==> src/rtl/core/amus_pkg.sv <==
// ----------------------------------------------------------------------------
// amus_pkg
// Shared types and constants of the acknowledged message sender.
// ----------------------------------------------------------------------------
package amus_pkg;

    // configuration register indexes
    localparam int CFG_IDX_W = 2;
    localparam logic [CFG_IDX_W-1:0] CFG_START   = 2'd0;
    localparam logic [CFG_IDX_W-1:0] CFG_ACK     = 2'd1;
    localparam logic [CFG_IDX_W-1:0] CFG_TIMEOUT = 2'd2;

    localparam logic [7:0] START_RST   = 8'hA5;
    localparam logic [7:0] ACK_RST     = 8'hF9;
    localparam logic [7:0] TIMEOUT_RST = 8'd10;

    // input tuser: action in [1:0], rx_error in [2]
    localparam int IN_USER_W = 3;

    // fixed part of the result word: tx_valid, tx_byte, accepted, error_flag
    localparam int OUT_FIXED_W = 11;

    // commands from the controller to the datapath
    typedef struct packed {
        logic capture;      // latch request data, clear result fields
        logic store_byte;   // write text byte at fill position
        logic set_overlong;
        logic clr_fill;
        logic commit;       // write terminator and length, queue the message
        logic start_tx;
        logic clr_wait;
        logic count_tick;
        logic dequeue;
        logic read_byte;    // read message byte, advance position
        logic load_byte;    // present byte read on the previous cycle
        logic set_error;
        logic load_out;
    } t_dp_cmd;

    // status from the datapath to the controller
    typedef struct packed {
        logic ack_match;
        logic fill_full;
        logic fill_overlong;
        logic below_slots;
        logic below_slots_m1;
        logic queue_busy;
        logic pos_lt_len;
        logic pos_at_end;
        logic tick_expired;
    } t_dp_stat;

endpackage

==> src/rtl/core/amus_ctrl.sv <==
// ----------------------------------------------------------------------------
// amus_ctrl
// Request sequencer, link phase machine and stream handshakes.
// ----------------------------------------------------------------------------
module amus_ctrl (
    input  logic               i_clk,
    input  logic               i_rst_n,
    input  logic               i_s_tvalid,
    output logic               o_s_tready,
    input  logic [1:0]         i_action,
    input  logic               i_last,
    input  logic               i_rx_error,
    output logic               o_m_tvalid,
    input  logic               i_m_tready,
    output amus_pkg::t_dp_cmd  o_cmd,
    input  amus_pkg::t_dp_stat i_stat
);

    typedef enum logic [1:0] {
        ACT_ENQUEUE  = 2'd0,
        ACT_TX_READY = 2'd1,
        ACT_RX_BYTE  = 2'd2,
        ACT_TICK     = 2'd3
    } t_action;

    typedef enum logic [1:0] {
        PH_IDLE,
        PH_WAIT_START,
        PH_SENDING,
        PH_WAIT_MSG
    } t_phase;

    typedef enum logic [2:0] {
        S_IDLE,
        S_EXEC,
        S_TERM,
        S_LEN,
        S_READ,
        S_DONE
    } t_state;

    t_state  r_state, n_state;
    t_phase  r_phase, n_phase;
    t_action r_action;
    logic    r_last, r_rx_error;
    logic    r_in_ready, r_out_valid;
    logic    accept, out_free, slot_free;

    assign accept    = i_s_tvalid & r_in_ready;
    assign out_free  = ~r_out_valid | i_m_tready;
    // the slot under transmission stays reserved
    assign slot_free = (r_phase == PH_SENDING) ? i_stat.below_slots_m1 : i_stat.below_slots;

    always_comb begin
        o_cmd   = '0;
        n_state = r_state;
        n_phase = r_phase;
        unique case (r_state)
            S_IDLE: begin
                if (accept) begin
                    o_cmd.capture = 1'b1;
                    n_state       = S_EXEC;
                end
            end
            S_EXEC: begin
                n_state = S_DONE;
                unique case (r_action)
                    ACT_ENQUEUE: begin
                        if (i_stat.fill_full || !slot_free) begin
                            o_cmd.set_overlong = ~r_last;
                        end else begin
                            o_cmd.store_byte = 1'b1;
                        end
                        if (r_last) begin
                            if (!i_stat.fill_overlong && !i_stat.fill_full && slot_free) begin
                                n_state = S_TERM;
                            end else begin
                                o_cmd.clr_fill = 1'b1;
                            end
                        end
                    end
                    ACT_TX_READY: begin
                        if (r_phase == PH_IDLE && i_stat.queue_busy) begin
                            o_cmd.start_tx = 1'b1;
                            o_cmd.clr_wait = 1'b1;
                            n_phase        = PH_WAIT_START;
                        end else if (r_phase == PH_SENDING) begin
                            if (i_stat.pos_lt_len) begin
                                o_cmd.read_byte = 1'b1;
                                n_state         = S_READ;
                            end
                            if (!i_stat.pos_lt_len || i_stat.pos_at_end) begin
                                o_cmd.clr_wait = 1'b1;
                                n_phase        = PH_WAIT_MSG;
                            end
                        end
                    end
                    ACT_RX_BYTE: begin
                        if (r_rx_error) begin
                            o_cmd.set_error = 1'b1;
                            n_phase         = PH_IDLE;
                        end else if (r_phase == PH_WAIT_START) begin
                            if (!i_stat.ack_match) begin
                                o_cmd.set_error = 1'b1;
                                n_phase         = PH_IDLE;
                            end else if (!i_stat.queue_busy) begin
                                n_phase = PH_IDLE;
                            end else begin
                                // length of the new slot is read in S_LEN
                                o_cmd.dequeue = 1'b1;
                                n_phase       = PH_SENDING;
                                n_state       = S_LEN;
                            end
                        end else if (r_phase == PH_WAIT_MSG) begin
                            o_cmd.set_error = ~i_stat.ack_match;
                            n_phase         = PH_IDLE;
                        end
                    end
                    ACT_TICK: begin
                        if (r_phase == PH_WAIT_START || r_phase == PH_WAIT_MSG) begin
                            if (i_stat.tick_expired) begin
                                n_phase = PH_IDLE;
                            end else begin
                                o_cmd.count_tick = 1'b1;
                            end
                        end
                    end
                    default: ;
                endcase
            end
            S_TERM: begin
                o_cmd.commit   = 1'b1;
                o_cmd.clr_fill = 1'b1;
                n_state        = S_DONE;
            end
            S_LEN: begin
                n_state = S_DONE;
            end
            S_READ: begin
                o_cmd.load_byte = 1'b1;
                n_state         = S_DONE;
            end
            S_DONE: begin
                if (out_free) begin
                    o_cmd.load_out = 1'b1;
                    n_state        = S_IDLE;
                end
            end
            default: n_state = S_IDLE;
        endcase
    end

    always_ff @(posedge i_clk) begin
        if (!i_rst_n) begin
            r_state     <= S_IDLE;
            r_phase     <= PH_IDLE;
            r_in_ready  <= 1'b1;
            r_out_valid <= 1'b0;
            r_action    <= ACT_ENQUEUE;
            r_last      <= 1'b0;
            r_rx_error  <= 1'b0;
        end else begin
            r_state <= n_state;
            r_phase <= n_phase;
            if (accept) begin
                r_action   <= t_action'(i_action);
                r_last     <= i_last;
                r_rx_error <= i_rx_error;
                r_in_ready <= 1'b0;
            end else if (o_cmd.load_out) begin
                r_in_ready <= 1'b1;
            end
            if (o_cmd.load_out) begin
                r_out_valid <= 1'b1;
            end else if (i_m_tready) begin
                r_out_valid <= 1'b0;
            end
        end
    end

    assign o_s_tready = r_in_ready;
    assign o_m_tvalid = r_out_valid;

endmodule

==> config.mk <==
export PLATFORM = sky130hd
export DESIGN_NAME = amus_ctrl
export DESIGN_NICKNAME = d
export VERILOG_FILES = /design/src/rtl/core/amus_pkg.sv /design/src/rtl/core/amus_ctrl.sv
export SDC_FILE = /design/constraint.sdc
export NUM_CORES = 1
export LEC_CHECK = 0
export ABC_CLOCK_PERIOD_IN_PS = 1400
export BUFFER_PORTS_ARGS = -buffer_cell sky130_fd_sc_hd__buf_4
export CORE_MARGIN = 1.5
export CORE_UTILIZATION = 40
export CTS_CLUSTER_SIZE = 24
export DETAILED_ROUTE_END_ITERATION = 7
export GPL_TIMING_DRIVEN = 0
export PLACE_DENSITY = 0.75
export SLEW_MARGIN = 20
export SYNTH_ARGS = -nofsm -noshare
export SYNTH_HDL_FRONTEND = slang
export SYNTH_SLANG_ARGS = --single-unit
==> constraint.sdc <==
create_clock -name i_clk -period 1.4 [get_ports i_clk]
set_input_delay 0.21 -clock i_clk [delete_from_list [all_inputs] [get_ports i_clk]]
set_output_delay 0.21 -clock i_clk [all_outputs]
set_load 0.05 [all_outputs]
==> run_results.csv <==
group,metric,value,unit
status,status,"finished, violations left",
status,violations,"design-rule violations, negative setup slack",
clock_tree,hold_buffers,0,
finish,fin_area,0.001448,mm²
floorplanning,row_count,14,
logic_synthesis,yosysSeqAreaShare,31.77,%
logic_synthesis,syn_inst,91,
routing,antenna_left,0,
sta,period_needed,1834,ps
sta,fin_skew,9.929,ps
critical_path,worstSetupPathType,"reg -> out",
min_path,hold_class,"in -> reg",
pwr,total_power,1.100,mW
critical_path,endpoint_kind,"output pin",
job,maxCapViolCount,0,
floorplanning,die_w,44.63,µm
critical_path,cp_cell_sequence,"or2b_1 > or4_4 > nor2_4 > buf_8",
grt,gr-total-overflow,0,
grt,grt_pass1_vias,931,
clock_tree,clkSinkCount,11,
logic_synthesis,avgSynthCellArea,7.617,µm²
critical_path,cp_top_family,"simple AND/OR/NAND/NOR gates",
logic_synthesis,ys_ff_latch,11,
pwr,comb_power_share,44.3,%
finish,drive_gt1_share,70.63,%
sta,worst_slack,-433.5,ps
pwr,p_per_area,759.9,mW/mm²
critical_path,cp_data_arrival_time,1620,ps
finish,final_nets,161,
clock_tree,cts_tree,"built",
routing,dr.first_iter.drc_count,96,
clock_tree,cts_buffers,3,
grt,grt_use_total,30.48,%
logic_synthesis,synth_flop_cell,"dfxtp_1",
floorplanning,fp.dieH,44.63,µm
logic_synthesis,ys_async_sr_fraction,0,%
grt,grt_max_degree,9,
place,dpl_cell_area,998.5,µm²
pwr,pwr-share-clk,21.1,%
pwr,vdd_drop_max,0.0006929,V
logic_synthesis,synth.distinct_cells,31,
routing,dr.pass1.iters,8,
floorplanning,die-area,0.001992,mm²
place,io_buffer_count,31,
sta,rsz0062_at_grt,"true",
clock_tree,htreeDepth,1,
pwr,leakagePower,0.5760,nW
floorplanning,ioPinCount,32,
clock_tree,cts-root-buf,"clkbuf_4",
floorplanning,coreArea,0.001559,mm²
sta,fmax,545.4,MHz
finish,fillers,54,
routing,routedWlPerCell,22.43,µm
pwr,seqPwrFrac,34.6,%
finish,n_antenna_cell,0,
routing,vias_per_cell,6.704,
finish,final_cells,159,
critical_path,cpPeakStageDelay,460,ps
clock_tree,cts.clk_slew.worst_paths,90,ps
sta,holdWs,174.8,ps
sta,fin_crit_sh,131.0,%
sta,setup_tns,-3613,ps
place,numPlacedInstances,138,
logic_synthesis,synth_edf_count,0,
logic_synthesis,syn-cell-area,693.2,µm²
finish,final_util,92.86,%
critical_path,slowest_stage,"or4_4",
critical_path,crit_buf_inv,1,
routing,drc,2,
clock_tree,clk_latency,280,ps
routing,finalWirelength,3567,µm
sta,max_slew_margin,73.66,%
routing,vias,1066,
logic_synthesis,synth_area_leaders,"dfxtp_1, nand2_1, nor2_1",
floorplanning,start_util,44.46,%
sta,setup_viol,15,
logic_synthesis,ys.warnings.count,0,
logic_synthesis,syn_nets,108,
critical_path,crit_path_start_kind,"flip-flop",
logic_synthesis,synth_common_cells,"nand2_1, nor2_1, dfxtp_1",
place,place_hpwl,1556,µm
grt,antenna_found_initial,0,
logic_synthesis,synth_top_area_cell,"dfxtp_1",
clock_tree,cts_max_path_buffers,2,
pwr,netSwitchingFraction,39.35,%
grt,grt_pass1_wl,4416,µm
pwr,p_int,667.2,µW
logic_synthesis,synth.top_cell.area_share,31.77,%
place,place_ws,-231.4,ps
critical_path,path_max_fanout,3,
critical_path,critical_path_required,1190,ps
sta,tightestPinTransition,391.7,ps
sta,hold_viol_final,0,
pwr,p_sw,432.8,µW
place,gp_congestion,0.7958,
finish,area_growth,108.8,%
sta,drv_slew,0,
[area by class of cell]
class	count	area (µm²)	area share, %
inverter	3	11.26	0.7779
multi-input combinational	75	680.7	47.02
tap	16	20.02	1.383
timing repair buffer	50	473.0	32.67
clock buffer	4	26.28	1.815
sequential	11	236.5	16.34
[final timing paths]
check	startpoint	end	slack, ps	depth (start not counted)
max	r_phase[1]$_SDFFE_PN0P_	o_cmd[4]	-430	4
min	i_rst_n	o_s_tready$_SDFFE_PN1P_	170	2
max reg2reg	r_phase[0]$_SDFFE_PN0P_	r_phase[1]$_SDFFE_PN0P_	-300	8
min reg2reg	o_m_tvalid$_SDFFE_PN0P_	o_m_tvalid$_SDFFE_PN0P_	570	2
[logic make-up (layout without fill, tap and decap cells)]
group / count (synthesis) / in the layout / synth area share, %
multiplexers: 1 / 1 / 1.444
buffers and inverters: 5 / 57 / 4.873
flip-flops: 11 / 11 / 31.77
AND/OR/NAND/NOR: 53 / 53 / 39.71
AO/OA/AOI/OAI: 21 / 21 / 22.20
[layout by cell type, fill, tap and decap left out, drive strengths merged]
master / instances
buf: 50
nand2: 14
nor2: 13
dfxtp: 11
a21oi: 8
nand3: 7
nor2b: 4
clkbuf: 4
nor3b: 3
inv: 3
nor3: 3
o21ai: 2
a311oi: 2
o22ai: 2
or2b: 2
nand2b: 2
nand3b: 1
or4: 1
mux2i: 1
or2: 1
and3: 1
o221a: 1
nor4: 1
a31oi: 1
a2111o: 1
a41o: 1
a21boi: 1
o32ai: 1
o311a: 1
[metal layers]
layer	track usage (%)	share of wire [%]	up-vias	wire (µm)
li1	-	-	436	-
met1	37.91	36	479	1273
met2	54.49	47	109	1694
met3	2.041	10	42	358
met4	10.91	6.8	0	241
met5	0	0	-	0
[flip-flops by register name (all words and copies together) (netlist names)]
signal and flops:
r_rx_error 1, r_phase 2, o_m_tvalid 1, r_action 2, o_s_tready 1, r_state 3, r_last 1
[power groups by stage]
stage	registers, mW	logic (mW)	clock network, mW
2_1_floorplan	0.381	0.194	0
5_1_grt	0.383	0.505	0.250
3_5_place_dp	0.373	0.304	0
3_3_place_gp	0.372	0.297	0
4_1_cts	0.375	0.422	0.225
6_report	0.381	0.487	0.232
[what timing repair did]
action                                 4_1_cts  5_1_grt
setup endpoints to repair                   16       18
gates cloned                                 0        0
gates resized for setup                     54       20
endpoints found under the hold margin        0        0
pin swaps                                   12       15
buffers inserted                            13        7
Note: power is estimated with default switching activity, not from simulation.
